<file path="src/sv/tcw_pkg.sv">
`timescale 1ns / 1ps
`default_nettype none

package tcw_pkg;

  // Default screen geometry
  localparam int COLUMNS_DEFAULT = 80;
  localparam int ROWS_DEFAULT    = 25;

  // Fixed field widths
  localparam int OFFSET_W = 11;
  localparam int ADDR_W   = 11;
  localparam int BYTE_W   = 8;
  localparam int CELL_W   = 16;

  // Item function codes
  localparam logic [2:0] FUNC_PUT   = 3'd0;
  localparam logic [2:0] FUNC_ERASE = 3'd1;
  localparam logic [2:0] FUNC_CLEAR = 3'd2;
  localparam logic [2:0] FUNC_WRITE = 3'd3;
  localparam logic [2:0] FUNC_READ  = 3'd4;

  // Character codes and blank attribute after reset
  localparam logic [BYTE_W-1:0] NEWLINE_CODE = 8'd10;
  localparam logic [BYTE_W-1:0] TAB_CODE     = 8'd9;
  localparam logic [BYTE_W-1:0] SPACE_CODE   = 8'd32;
  localparam logic [BYTE_W-1:0] FILL_RESET   = 8'd7;
  localparam int                TAB_STOP     = 8;

  // Register port
  localparam int         PADDR_W         = 3;
  localparam int         PDATA_W         = 32;
  localparam logic [0:0] REG_FILL_ATTR   = 1'b0;

  typedef struct packed {
    logic [2:0]        func;
    logic [BYTE_W-1:0] char_code;
    logic [BYTE_W-1:0] attribute;
    logic [ADDR_W-1:0] cell_address;
  } item_t;

  typedef struct packed {
    logic [OFFSET_W-1:0] cursor_offset;
    logic [BYTE_W-1:0]   read_char;
    logic [BYTE_W-1:0]   read_attribute;
    logic                scrolled;
  } result_t;

  // Cursor unit operations
  typedef enum logic [2:0] {
    CUR_HOLD,
    CUR_PUT,
    CUR_ERASE,
    CUR_HOME,
    CUR_UP
  } cur_op_t;

  typedef struct packed {
    cur_op_t           op;
    logic [BYTE_W-1:0] char_code;
  } cur_cmd_t;

endpackage

`default_nettype wire

</file>
<file path="src/sv/tcw_cursor.sv">
`timescale 1ns / 1ps
`default_nettype none

module tcw_cursor #(
  parameter int COLS  = 80,
  parameter int CELLS = 2000,
  parameter int CW    = 11
) (
  input  wire logic               clk,
  input  wire logic               rst,
  input  wire tcw_pkg::cur_cmd_t  cmd,
  output logic      [CW-1:0]      cursor,
  output logic      [CW-1:0]      cursor_dec,
  output logic                    cursor_zero,
  output logic                    scroll_need
);

  localparam int COLW = $clog2(COLS);
  localparam int AW   = COLW + 1;
  localparam int SW   = CW + 2;

  logic [COLW-1:0] col;
  logic [CW-1:0]   cursor_next;
  logic [COLW-1:0] col_next;
  logic [AW-1:0]   adv;
  logic [AW-1:0]   col_sum;
  logic [COLW-1:0] col_put;
  logic [COLW-1:0] col_dec;
  logic [SW-1:0]   sum_put;
  logic            newline;

  // Advance of a put: to row end, to next tab stop, or one cell
  always_comb begin
    newline = (cmd.char_code == tcw_pkg::NEWLINE_CODE);
    if (newline) begin
      adv = AW'(COLS) - {1'b0, col};
    end else if (cmd.char_code == tcw_pkg::TAB_CODE) begin
      adv = AW'(tcw_pkg::TAB_STOP) - AW'(cursor[2:0]);
    end else begin
      adv = AW'(1);
    end
    sum_put = SW'(cursor) + SW'(adv);
    col_sum = {1'b0, col} + adv;
    if (newline) begin
      col_put = '0;
    end else if (col_sum >= AW'(COLS)) begin
      col_put = COLW'(col_sum - AW'(COLS));
    end else begin
      col_put = COLW'(col_sum);
    end
  end

  assign scroll_need = (sum_put + SW'(COLS)) >= SW'(CELLS);
  assign cursor_dec  = cursor - 1'b1;
  assign cursor_zero = (cursor == '0);
  assign col_dec     = (col == '0) ? COLW'(COLS - 1) : col - 1'b1;

  // Select next cursor and column
  always_comb begin
    cursor_next = cursor;
    col_next    = col;
    unique case (cmd.op)
      tcw_pkg::CUR_PUT: begin
        cursor_next = CW'(sum_put);
        col_next    = col_put;
      end
      tcw_pkg::CUR_ERASE: begin
        cursor_next = cursor_dec;
        col_next    = col_dec;
      end
      tcw_pkg::CUR_HOME: begin
        cursor_next = '0;
        col_next    = '0;
      end
      tcw_pkg::CUR_UP: begin
        if (SW'(cursor) >= SW'(COLS)) begin
          cursor_next = cursor - CW'(COLS);
        end else begin
          cursor_next = '0;
          col_next    = '0;
        end
      end
      default: begin
        cursor_next = cursor;
        col_next    = col;
      end
    endcase
  end

  always_ff @(posedge clk) begin
    if (rst) begin
      cursor <= '0;
      col    <= '0;
    end else begin
      cursor <= cursor_next;
      col    <= col_next;
    end
  end

endmodule

`default_nettype wire

</file>
<file path="config.mk">
export PLATFORM = sky130hd
export DESIGN_NAME = tcw_cursor
export DESIGN_NICKNAME = d
export VERILOG_FILES = /design/src/sv/tcw_pkg.sv /design/src/sv/tcw_cursor.sv
export SDC_FILE = /design/constraint.sdc
export NUM_CORES = 1
export LEC_CHECK = 0
export BUFFER_PORTS_ARGS = -buffer_cell sky130_fd_sc_hd__buf_2
export CAP_MARGIN = 10
export CORE_ASPECT_RATIO = 1.2
export CORE_MARGIN = 8
export CORE_UTILIZATION = 40
export DETAILED_ROUTE_END_ITERATION = 7
export PLACE_DENSITY = 0.71
export SLEW_MARGIN = 30
export SYNTH_ARGS = -nofsm -noshare
export SYNTH_HDL_FRONTEND = slang
export SYNTH_SLANG_ARGS = --single-unit
</file>
<file path="constraint.sdc">
create_clock -name clk -period 5.98 [get_ports clk]
set_input_delay 0.299 -clock clk [delete_from_list [all_inputs] [get_ports clk]]
set_output_delay 0.299 -clock clk [all_outputs]
set_load 0.05 [all_outputs]
</file>
==> results.txt <==
The warning count from the yosys run is 0. The count of flip-flops with a built-in enable after synthesis is 0. The worst path in the final design needs a cycle of 4.44 ns, including I/O delays and setup.

The H-tree level count is 1. The worst setup path is captured at a primary output. Among all flip-flop cells after synthesis, the most frequent one is sky130_fd_sc_hd__dfxtp_1. STA puts the critical path data required time at 5.68 ns. The clock arrives with 0.00435 ns of skew.

The met3 wire length came out at 422 um. TritonCTS built the clock tree. The library cell used as clock root buffer is sky130_fd_sc_hd__clkbuf_8. The standard cell core area came out at 6050 sq um. The largest total area in the synthesized netlist belongs to sky130_fd_sc_hd__dfxtp_1. The number of global-route vias before repair is 2,575. The worst-path maximum fanout came out at 12. The worst hold path depth is 2. The worst setup path is launched from a primary input. Adding up every negative setup slack in the final design gives 0 ns. For this run, design rule violations remaining after detail routing come to 0. Setup repair after global routing left no endpoint under its margin.

The largest net degree at the start of global routing is 19. The number of max-slew violations in the final report is 0. In this run the tool buffered the top-level ports with 36 buffer cells. The post-route clock period utilization is 74.2%. The fraction of layout cells with a size suffix above 1 came out at 13.0%. Leaving out fill and tap cells, the most frequent cell in the layout is sky130_fd_sc_hd__buf_2. The flow ran to the end, and the final reports show no timing, DRC or antenna violations.

The total detailed-routing wirelength came out at 7.51 mm. After synthesis the cells add up to 2520 sq um. The clock net sink count came out at 18.

The die span in x came out at 88.5 um. The layout-stage area growth over the synthesis result came out at 11.4%. The total global routing track utilization is 16.8%.

The total number of vias is 2,752. The top cell types in the final layout, fill and taps aside, are 36 x sky130_fd_sc_hd__buf_2, 32 x sky130_fd_sc_hd__nor2_1, 28 x sky130_fd_sc_hd__inv_1. Detailed routing placed a total of 3.69 mm of wire on met2. The total grt overflow is 0. The starting DRC count in detailed routing came out at 173. The worst-case setup margin in the final layout is 1.54 ns. The initial antenna violation count was 0. During I/O placement, the number of pins put on the boundary was 37.

In the synthesized netlist the async set-or-reset flop fraction comes to 0%. The max-cap check violation count came out at 0. The achievable clock frequency is 225 MHz. The count of cell types in the netlist came out at 66. The final count of negative-setup-slack endpoints came out at 0.

The synthesized netlist cell count is 350. The top layer used by detailed routing is met4. At the placement stage, the worst setup path has a slack of 1.44 ns. From bottom edge to top edge, the die measures 103 um.

The CTS buffer count is 3. The total chip power came out at 0.000681 W. The number of synthesized register bits came out at 18. The headroom to the max-slew limit came out at 43.3%.

The setup path with the least slack is of type in2out. The number of post-CTS setup repair buffers came out at 0. The first detailed-routing pass ran for 5 iterations.

The antenna diode instance count came out at 0. The number of fillers in the final layout came out at 647. The post-layout net count is 414.

The total half-perimeter wirelength after legalization and detailed placement is 5.85 mm. In this run, post-CTS hold repair placed 0 buffers. The area share of the largest cell type after synthesis came out at 14.3%. The standard-cell row count came out at 31. The proportion of synthesized chip area in sequential cells is 14.3%. The initial standard-cell utilization of the core came out at 41.7%. In the routed layout, each cell is associated on average with a via count of 6.01. The per-instance average area after synthesis came out at 7.20 sq um. By area the synthesized netlist is led by sky130_fd_sc_hd__dfxtp_1 14%, sky130_fd_sc_hd__ha_1 11%, sky130_fd_sc_hd__xnor2_1 6.3%. The global placer's final weighted congestion is 0.911.

The depth of the most critical reg-to-reg path is 15. Once the clock tree was built, the resizer swapped 0 gates to a different size. In the final routing, the length of wire on met1 measures 3.24 mm. IR analysis of the VDD net gives a maximum drop of 0.000185 V. The die covers 9110 sq um. The final-report hold violation count is 0. The post-detailed-route count of antenna-violating nets came out at 0. The wire length of the first global-routing pass is 12.2 mm. No sink is reached through more buffers than the 2 on the longest clock path. The total nets after synthesis came out at 387. The static power due to leakage is 1.16 nW. The slew at the pin with the worst max-slew slack came out at 0.843 ns. STA puts the critical path data arrival time at 4.14 ns.

The ratio of total power to cell area is 242 nW/um^2. The average detailed-routed wire length per instance came out at 16.4 um. The register clock-pin slew on the reported worst setup and hold paths came out at 0.08 ns.

The clock network latency to the later pin of the worst-skew pair is 0.27 ns. In this run the worst hold path is classified as in2reg.
-- stage by stage --
| step | utilization, % | instances | hold slack [ns] | cell area (sq um) |
|---|---|---|---|---|
| floorplan | - | 350 | 0.527 | 2520 |
| global placement | 45.5 | 454 | 0.556 | 2750 |
| detailed placement | 45.5 | 454 | 0.565 | 2750 |
| CTS | 46.4 | 458 | 0.415 | 2810 |
| global route | 46.4 | 458 | 0.431 | 2810 |
| finish | 46.4 | 458 | 0.431 | 2810 |
-- where the power goes --
part           switching, W  internal, W
logic              0.000284     0.000124
registers         0.0000313     0.000134
clock network     0.0000491    0.0000588
total              0.000365     0.000316
-- worst max-delay path: stages --
cell and delay [ns]:
sky130_fd_sc_hd__buf_2 0.10, sky130_fd_sc_hd__nor4_1 0.58, sky130_fd_sc_hd__nand2_1 0.46, sky130_fd_sc_hd__o32ai_1 0.34, sky130_fd_sc_hd__ha_1 0.36, sky130_fd_sc_hd__nor2b_1 0.15, sky130_fd_sc_hd__o21a_1 0.20, sky130_fd_sc_hd__nor3_1 0.24
sky130_fd_sc_hd__or2_1 0.21, sky130_fd_sc_hd__inv_1 0.06, sky130_fd_sc_hd__ha_1 0.28, sky130_fd_sc_hd__or3_1 0.37, sky130_fd_sc_hd__o311ai_1 0.11, sky130_fd_sc_hd__a211oi_1 0.14, sky130_fd_sc_hd__buf_2 0.24
-- worst paths after layout --
kind              slack, ns           to       from
hold reg to reg        0.57       col[1]     col[1]
setup reg to reg       1.77       col[5]  cursor[0]
hold / removal         0.43       col[1]        rst
setup / recovery       1.54  scroll_need     cmd[7]
-- sequential cells by signal (all words and copies together) (netlist names) --
register  cells
col           7
cursor       11
-- cells in the mapped netlist (7+ instances only) --
master	count
sky130_fd_sc_hd__a21oi_1	20
sky130_fd_sc_hd__xnor2_1	18
sky130_fd_sc_hd__inv_1	28
sky130_fd_sc_hd__clkbuf_1	13
sky130_fd_sc_hd__a211oi_1	8
sky130_fd_sc_hd__or3_1	7
sky130_fd_sc_hd__nor3_1	16
sky130_fd_sc_hd__dfxtp_1	18
sky130_fd_sc_hd__o21ai_0	11
sky130_fd_sc_hd__ha_1	22
sky130_fd_sc_hd__nand3_1	10
sky130_fd_sc_hd__o21a_1	8
sky130_fd_sc_hd__nor2_1	32
sky130_fd_sc_hd__o21ai_1	7
sky130_fd_sc_hd__nand2_1	25
sky130_fd_sc_hd__xor2_1	8
-- final cells by class --
| cell class | count | area, sq um | area share [%] |
|---|---|---|---|
| Tap cell | 82 | 103 | 3.65 |
| Multi-Input combinational cell | 287 | 1990 | 70.9 |
| Clock buffer | 4 | 55.1 | 1.96 |
| Inverter | 30 | 113 | 4.01 |
| Sequential cell | 18 | 360 | 12.8 |
| Timing Repair Buffer | 37 | 188 | 6.68 |
-- per-layer routing --
layer	vias to the layer above	global-route usage, %
met4	0	6.39
met3	15	1.83
li1	1358	-
met1	1266	19.8
met2	113	29.9
met5	-	0
-- cell families (layout without fill, tap and decap cells) --
| group | Yosys count | count (layout) | share of synthesized area (%) |
|---|---|---|---|
| AO/OA/AOI/OAI | 105 | 105 | 29.0 |
| AND/OR/NAND/NOR | 131 | 131 | 28.0 |
| adder cells (fa/ha/maj) | 24 | 24 | 12.5 |
| multiplexers | 1 | 1 | 0.397 |
| buffers and inverters | 45 | 71 | 6.75 |
| flip-flops | 18 | 18 | 14.3 |
| XOR/XNOR | 26 | 26 | 9.03 |
No activity file was read; power rests on OpenSTA's default activity.
