`src/sv/tcw_pkg.sv`:
```
`timescale 1ns / 1ps
`default_nettype none

package tcw_pkg;

  // Default screen geometry
  localparam int COLUMNS_DEFAULT = 80;
  localparam int ROWS_DEFAULT    = 25;

  // Fixed field widths
  localparam int OFFSET_W = 11;
  localparam int ADDR_W   = 11;
  localparam int BYTE_W   = 8;
  localparam int CELL_W   = 16;

  // Item function codes
  localparam logic [2:0] FUNC_PUT   = 3'd0;
  localparam logic [2:0] FUNC_ERASE = 3'd1;
  localparam logic [2:0] FUNC_CLEAR = 3'd2;
  localparam logic [2:0] FUNC_WRITE = 3'd3;
  localparam logic [2:0] FUNC_READ  = 3'd4;

  // Character codes and blank attribute after reset
  localparam logic [BYTE_W-1:0] NEWLINE_CODE = 8'd10;
  localparam logic [BYTE_W-1:0] TAB_CODE     = 8'd9;
  localparam logic [BYTE_W-1:0] SPACE_CODE   = 8'd32;
  localparam logic [BYTE_W-1:0] FILL_RESET   = 8'd7;
  localparam int                TAB_STOP     = 8;

  // Register port
  localparam int         PADDR_W         = 3;
  localparam int         PDATA_W         = 32;
  localparam logic [0:0] REG_FILL_ATTR   = 1'b0;

  typedef struct packed {
    logic [2:0]        func;
    logic [BYTE_W-1:0] char_code;
    logic [BYTE_W-1:0] attribute;
    logic [ADDR_W-1:0] cell_address;
  } item_t;

  typedef struct packed {
    logic [OFFSET_W-1:0] cursor_offset;
    logic [BYTE_W-1:0]   read_char;
    logic [BYTE_W-1:0]   read_attribute;
    logic                scrolled;
  } result_t;

  // Cursor unit operations
  typedef enum logic [2:0] {
    CUR_HOLD,
    CUR_PUT,
    CUR_ERASE,
    CUR_HOME,
    CUR_UP
  } cur_op_t;

  typedef struct packed {
    cur_op_t           op;
    logic [BYTE_W-1:0] char_code;
  } cur_cmd_t;

endpackage

`default_nettype wire

```
`src/sv/tcw_ctrl.sv`:
```
`timescale 1ns / 1ps
`default_nettype none

module tcw_ctrl #(
  parameter int COLS  = 80,
  parameter int CELLS = 2000,
  parameter int CW    = 11
) (
  input  wire logic                              clk,
  input  wire logic                              rst,
  input  wire logic                              start,
  input  wire tcw_pkg::item_t                    item,
  input  wire logic [tcw_pkg::BYTE_W-1:0]        fill_attr,
  input  wire logic [CW-1:0]                     cursor,
  input  wire logic [CW-1:0]                     cursor_dec,
  input  wire logic                              cursor_zero,
  input  wire logic                              scroll_need,
  input  wire logic [tcw_pkg::CELL_W-1:0]        rdata,
  output logic                                   busy,
  output logic                                   done,
  output tcw_pkg::result_t                       result,
  output tcw_pkg::cur_cmd_t                      cmd,
  output logic                                   we,
  output logic      [CW-1:0]                     waddr,
  output logic      [tcw_pkg::CELL_W-1:0]        wdata,
  output logic      [CW-1:0]                     raddr
);

  localparam int          XW        = ((CW > tcw_pkg::ADDR_W) ? CW : tcw_pkg::ADDR_W) + 1;
  localparam logic [CW-1:0] LAST      = CW'(CELLS - 1);
  localparam logic [CW-1:0] COPY_LAST = CW'(CELLS - 2 * COLS - 1);

  typedef enum logic [6:0] {
    S_INIT  = 7'b0000001,
    S_IDLE  = 7'b0000010,
    S_EXEC  = 7'b0000100,
    S_READ  = 7'b0001000,
    S_COPY  = 7'b0010000,
    S_FILL  = 7'b0100000,
    S_CLEAR = 7'b1000000
  } state_t;

  state_t                       state, state_next;
  logic [CW-1:0]                idx, idx_next;
  logic                         pend, pend_next;
  logic [CW-1:0]                pend_addr, pend_addr_next;
  logic                         done_next;
  logic                         rd_ok, rd_ok_next;
  logic [tcw_pkg::BYTE_W-1:0]   rd_char, rd_char_next;
  logic [tcw_pkg::BYTE_W-1:0]   rd_attr, rd_attr_next;
  logic                         scr, scr_next;
  tcw_pkg::item_t               item_q;
  logic [tcw_pkg::CELL_W-1:0]   blank;
  logic [tcw_pkg::CELL_W-1:0]   item_cell;
  logic                         addr_ok;

  assign busy      = (state != S_IDLE);
  assign blank     = {fill_attr, tcw_pkg::SPACE_CODE};
  assign item_cell = {item_q.attribute, item_q.char_code};
  assign addr_ok   = XW'(item_q.cell_address) < XW'(CELLS);

  // Sequence one item through the cursor unit and the cell store
  always_comb begin
    state_next     = state;
    idx_next       = idx;
    pend_next      = 1'b0;
    pend_addr_next = pend_addr;
    done_next      = 1'b0;
    rd_ok_next     = rd_ok;
    rd_char_next   = '0;
    rd_attr_next   = '0;
    scr_next       = 1'b0;
    cmd.op         = tcw_pkg::CUR_HOLD;
    cmd.char_code  = item_q.char_code;
    we             = 1'b0;
    waddr          = idx;
    wdata          = blank;
    raddr          = CW'(item_q.cell_address);
    unique case (state)
      S_INIT: begin
        we    = 1'b1;
        wdata = {tcw_pkg::FILL_RESET, tcw_pkg::SPACE_CODE};
        if (idx == LAST) begin
          idx_next   = '0;
          state_next = S_IDLE;
        end else begin
          idx_next = idx + 1'b1;
        end
      end
      S_IDLE: begin
        if (start) begin
          state_next = S_EXEC;
        end
      end
      S_EXEC: begin
        unique case (item_q.func)
          tcw_pkg::FUNC_PUT: begin
            cmd.op = tcw_pkg::CUR_PUT;
            if (item_q.char_code != tcw_pkg::NEWLINE_CODE &&
                item_q.char_code != tcw_pkg::TAB_CODE) begin
              we    = 1'b1;
              waddr = cursor;
              wdata = item_cell;
            end
            if (scroll_need) begin
              idx_next   = '0;
              state_next = S_COPY;
            end else begin
              done_next  = 1'b1;
              state_next = S_IDLE;
            end
          end
          tcw_pkg::FUNC_ERASE: begin
            if (!cursor_zero) begin
              cmd.op = tcw_pkg::CUR_ERASE;
              we     = 1'b1;
              waddr  = cursor_dec;
              wdata  = blank;
            end
            done_next  = 1'b1;
            state_next = S_IDLE;
          end
          tcw_pkg::FUNC_CLEAR: begin
            idx_next   = '0;
            state_next = S_CLEAR;
          end
          tcw_pkg::FUNC_WRITE: begin
            we         = addr_ok;
            waddr      = CW'(item_q.cell_address);
            wdata      = item_cell;
            done_next  = 1'b1;
            state_next = S_IDLE;
          end
          tcw_pkg::FUNC_READ: begin
            rd_ok_next = addr_ok;
            state_next = S_READ;
          end
          default: begin
            done_next  = 1'b1;
            state_next = S_IDLE;
          end
        endcase
      end
      S_READ: begin
        if (rd_ok) begin
          rd_char_next = rdata[tcw_pkg::BYTE_W-1:0];
          rd_attr_next = rdata[tcw_pkg::CELL_W-1:tcw_pkg::BYTE_W];
        end
        done_next  = 1'b1;
        state_next = S_IDLE;
      end
      S_COPY: begin
        // read one row ahead, write back the cell read last cycle
        raddr          = idx + CW'(COLS);
        pend_next      = 1'b1;
        pend_addr_next = idx;
        if (pend) begin
          we    = 1'b1;
          waddr = pend_addr;
          wdata = rdata;
        end
        idx_next = idx + 1'b1;
        if (idx == COPY_LAST) begin
          state_next = S_FILL;
        end
      end
      S_FILL: begin
        if (pend) begin
          // drain the last copied cell first
          we    = 1'b1;
          waddr = pend_addr;
          wdata = rdata;
        end else begin
          we    = 1'b1;
          wdata = blank;
          if (idx == LAST) begin
            cmd.op     = tcw_pkg::CUR_UP;
            scr_next   = 1'b1;
            done_next  = 1'b1;
            idx_next   = '0;
            state_next = S_IDLE;
          end else begin
            idx_next = idx + 1'b1;
          end
        end
      end
      S_CLEAR: begin
        we = 1'b1;
        if (idx == LAST) begin
          cmd.op     = tcw_pkg::CUR_HOME;
          done_next  = 1'b1;
          idx_next   = '0;
          state_next = S_IDLE;
        end else begin
          idx_next = idx + 1'b1;
        end
      end
      default: begin
        state_next = S_IDLE;
      end
    endcase
  end

  // Control state
  always_ff @(posedge clk) begin
    if (rst) begin
      state <= S_INIT;
      idx   <= '0;
      pend  <= 1'b0;
      done  <= 1'b0;
    end else begin
      state <= state_next;
      idx   <= idx_next;
      pend  <= pend_next;
      done  <= done_next;
    end
  end

  // Payload registers
  always_ff @(posedge clk) begin
    pend_addr <= pend_addr_next;
    rd_ok     <= rd_ok_next;
    rd_char   <= rd_char_next;
    rd_attr   <= rd_attr_next;
    scr       <= scr_next;
    if (state == S_IDLE && start) begin
      item_q <= item;
    end
  end

  // Cursor register already holds the post-item value while done is high
  assign result.cursor_offset  = tcw_pkg::OFFSET_W'(cursor);
  assign result.read_char      = rd_char;
  assign result.read_attribute = rd_attr;
  assign result.scrolled       = scr;

endmodule

`default_nettype wire

```
`config.mk`:
```
export PLATFORM = sky130hd
export DESIGN_NAME = tcw_ctrl
export DESIGN_NICKNAME = d
export VERILOG_FILES = /design/src/sv/tcw_pkg.sv /design/src/sv/tcw_ctrl.sv
export SDC_FILE = /design/constraint.sdc
export NUM_CORES = 1
export LEC_CHECK = 0
export ABC_AREA = 0
export BUFFER_PORTS_ARGS = -buffer_cell sky130_fd_sc_hd__buf_2
export CAP_MARGIN = 25
export CORE_ASPECT_RATIO = 0.9
export CORE_MARGIN = 10
export CORE_UTILIZATION = 40
export CTS_CLUSTER_SIZE = 12
export DETAILED_ROUTE_END_ITERATION = 16
export GPL_ROUTABILITY_DRIVEN = 0
export PLACE_DENSITY = 0.68
export RECOVER_POWER = 100
export SYNTH_ARGS = -nofsm -noshare
export SYNTH_HDL_FRONTEND = slang
export SYNTH_SLANG_ARGS = --single-unit
```
`constraint.sdc`:
```
create_clock -name clk -period 5.75 [get_ports clk]
set_input_delay 0.575 -clock clk [delete_from_list [all_inputs] [get_ports clk]]
set_output_delay 0.575 -clock clk [all_outputs]
set_load 0.005 [all_outputs]
```
==> results.json <==
{
  "drc": 0,
  "worstPathRequired_ns": 5.18,
  "fmax_mhz": 226,
  "placeableCoreArea_sq_um": 9830,
  "antenna_found_initial": 0,
  "overflow": 0,
  "area_growth_pct": 21.0,
  "worst_pin_slew_ns": 1.65,
  "hold_viol": 0,
  "cts_root_buffer": "clkbuf_16",
  "synthAdderAreaFrac_pct": 1.22,
  "clk_latency_ns": 0.34,
  "crit_type": "register to output pin",
  "n_antenna_cell": 0,
  "clockBufferDepth": 2,
  "wl_per_cell_um": 20.0,
  "syn_nets": 492,
  "synthArstFlopShare_pct": 0,
  "relSlewSlack_pct": -9.89,
  "grt_pass1_vias": 3850,
  "hpwl_um": 10300,
  "synth_top_area_share_pct": 30.9,
  "yosys.area_share.simple_pct": 20.8,
  "firstDrtPassIters": 5,
  "holdPathStages": 1,
  "io-pin-count": 161,
  "grt_max_degree": 31,
  "synth_warnings": 0,
  "finClkSkew_ns": 0.00732,
  "rows": 34,
  "clk_pin_slew_ns": 0.06,
  "cp_common_cell": "clkbuf_1",
  "finalSetupTns_ns": 0,
  "initial_core_util_pct": 41.6,
  "cts_setup_buffers": 0,
  "arrival_ns": 3.86,
  "tritoncts": "yes",
  "rr_worst_depth": 7,
  "synth_xor_area_share_pct": 1.71,
  "numCtsBuffers": 9,
  "powerDensity_nw_per_um2": 261,
  "violations": "capacitance limit, slew limit",
  "critPathMaxStageDelay_ns": 1.13,
  "ys_types": 59,
  "grt_pass1_wl_um": 20800,
  "synth.most_common_cell": "edfxtp_1",
  "crit_chain": "nor3_1, and3_2, and2_0, a21oi_1, clkbuf_1, a221o_1, clkbuf_1",
  "clock_sinks": 79,
  "critPathLaunchType": "register",
  "vias_per_cell": 5.61,
  "seq_area_frac_synth_pct": 49.0,
  "status": "finished, violations left",
  "max-vdd-ir-drop_mv": 0.155,
  "synth-seq-cells": 79,
  "muxShareOfSynthArea_pct": 0.276,
  "synth_flop_cell": "edfxtp_1",
  "layout.nets": 621,
  "hp-class": "input pin to register",
  "synth_top_family_by_area": "simple AND/OR/NAND/NOR gates",
  "synthTopCellsByArea": "edfxtp_1, dfxtp_1, a221o_1, buf_4, nand2_1",
  "synth_compound_area_share_pct": 18.7,
  "track_usage_pct": 17.9,
  "io_buffer_count": 160,
  "holdBufCountCts": 0,
  "drt-total-wl_um": 13300,
  "htreeDepth": 3,
  "initialDrtViolationCount": 277,
  "cts_resized": 0,
  "finalSetupViolCount": 0,
  "postSynthAreaPerCell_sq_um": 10.0,
  "drv_cap": 2,
  "cp-end-kind": "output pin",
  "syn_area_sq_um": 4090,
  "synth_edf_count": 42,
  "drive_gt1_share_pct": 20.6,
  "ys_top_cells_by_count": "edfxtp_1, nand2_1, dfxtp_1",
  "finalPower_mw": 1.29,
  "leakage_nw": 1.94,
  "cpMaxStageDelayCell": "and2_0",
  "die_w_um": 127,
  "cp_max_fo": 24,
  "synthCells": 407,
  "vias": 3735,
  "slew_violations": 31,
  "finalCritPeriodShare_pct": 77.1,
  "rsz0062_at_grt": "false",
  "min_period_ns": 4.43,
  "die-area_sq_um": 14700,
  "ant_nets": 0,
  "synth_area_leader_cell": "edfxtp_1",
  "die_h_um": 116
}
## power by group
group	leakage, nW	switching, mW	total (mW)	internal (mW)
Clock	0.138	0.217	0.533	0.316
Sequential	0.680	0.0159	0.623	0.607
Combinational	1.12	0.0758	0.133	0.0575
Total	1.94	0.309	1.29	0.980
## critical path, delay by kind of cell, from the launching register on
kind	cells	cell delay, ns
buffers and inverters	2	0.45
and+or+nand+nor	3	1.96
AOI/OAI and AO/OA	2	0.74
DFF	1	0.36
## flip-flops by register name (all words and copies together), names as in the netlist
register   count
idx           11
rd_attr        8
item_cell      8
state          7
scr            1
rd_ok          1
item_q        14
rd_char        8
pend_addr     11
cmd            8
pend           1
done           1
## final cells by class
class	count	area, sq um
Multi-Input combinational cell	266	1720
Tap cell	126	158
Clock buffer	12	258
Sequential cell	79	2000
Timing Repair Buffer	164	726
Inverter	16	61.3
Fill cell	936	4880
Clock inverter	3	18.8
## layer usage
layer / track usage, % / share of wire [%] / up-vias / routed length [um]
li1: - / - / 1768 / -
met4: 6.75 / 2.1 / 0 / 286
met2: 30.9 / 49 / 178 / 6500
met5: 0 / 0 / - / 0
met1: 19.9 / 40 / 1771 / 5360
met3: 6.71 / 8.8 / 18 / 1170
## path summary, 6_finish.rpt
check / from / to / slack [ns]
worst max-delay path: state[3] / waddr[3] / 1.32
worst min-delay path: item[20] / cmd[1] / 0.41
worst max register to register: state[3] / idx[2] / 1.84
worst min register to register: idx[10] / pend_addr[10] / 0.56
## logic make-up (layout without fill, tap and decap cells)
logic type	count (synthesis)	after routing
AOI/OAI and AO/OA	106	106
xor gates and xnor gates	8	8
adders and majority gates	4	4
buffers and inverters	62	195
DFF	79	79
muxes	1	1
and+or+nand+nor	147	147
## per-stage QoR
| step | std cells | cell area, sq um | hold WS [ns] | utilization (%) | setup slack (ns) |
|---|---|---|---|---|---|
| 6_report | 666 | 4940 | 0.407 | 50.3 | 1.32 |
| 5_1_grt | 666 | 4940 | 0.399 | 50.3 | 1.03 |
| 4_1_cts | 665 | 5070 | 0.399 | 51.6 | 1.99 |
| 3_5_place_dp | 650 | 4800 | 0.541 | 48.8 | 2.36 |
| 3_3_place_gp | 650 | 4800 | 0.547 | 48.8 | 2.34 |
| 2_1_floorplan | 407 | 4090 | 0.406 | - | 3.09 |
## cells in the final DEF, fill, tap and decap left out, drive strengths merged, types with 7 or more instances in the layout
| master | instances |
|---|---|
| dfxtp | 37 |
| or3 | 8 |
| edfxtp | 42 |
| and3 | 17 |
| o31ai | 7 |
| inv | 15 |
| buf | 87 |
| o21ai | 25 |
| a221o | 18 |
| and2 | 18 |
| nor2 | 15 |
| or4 | 9 |
| nor3 | 10 |
| nand2 | 40 |
| clkbuf | 89 |
| a21oi | 19 |
Power figures use the tool's default switching activity.
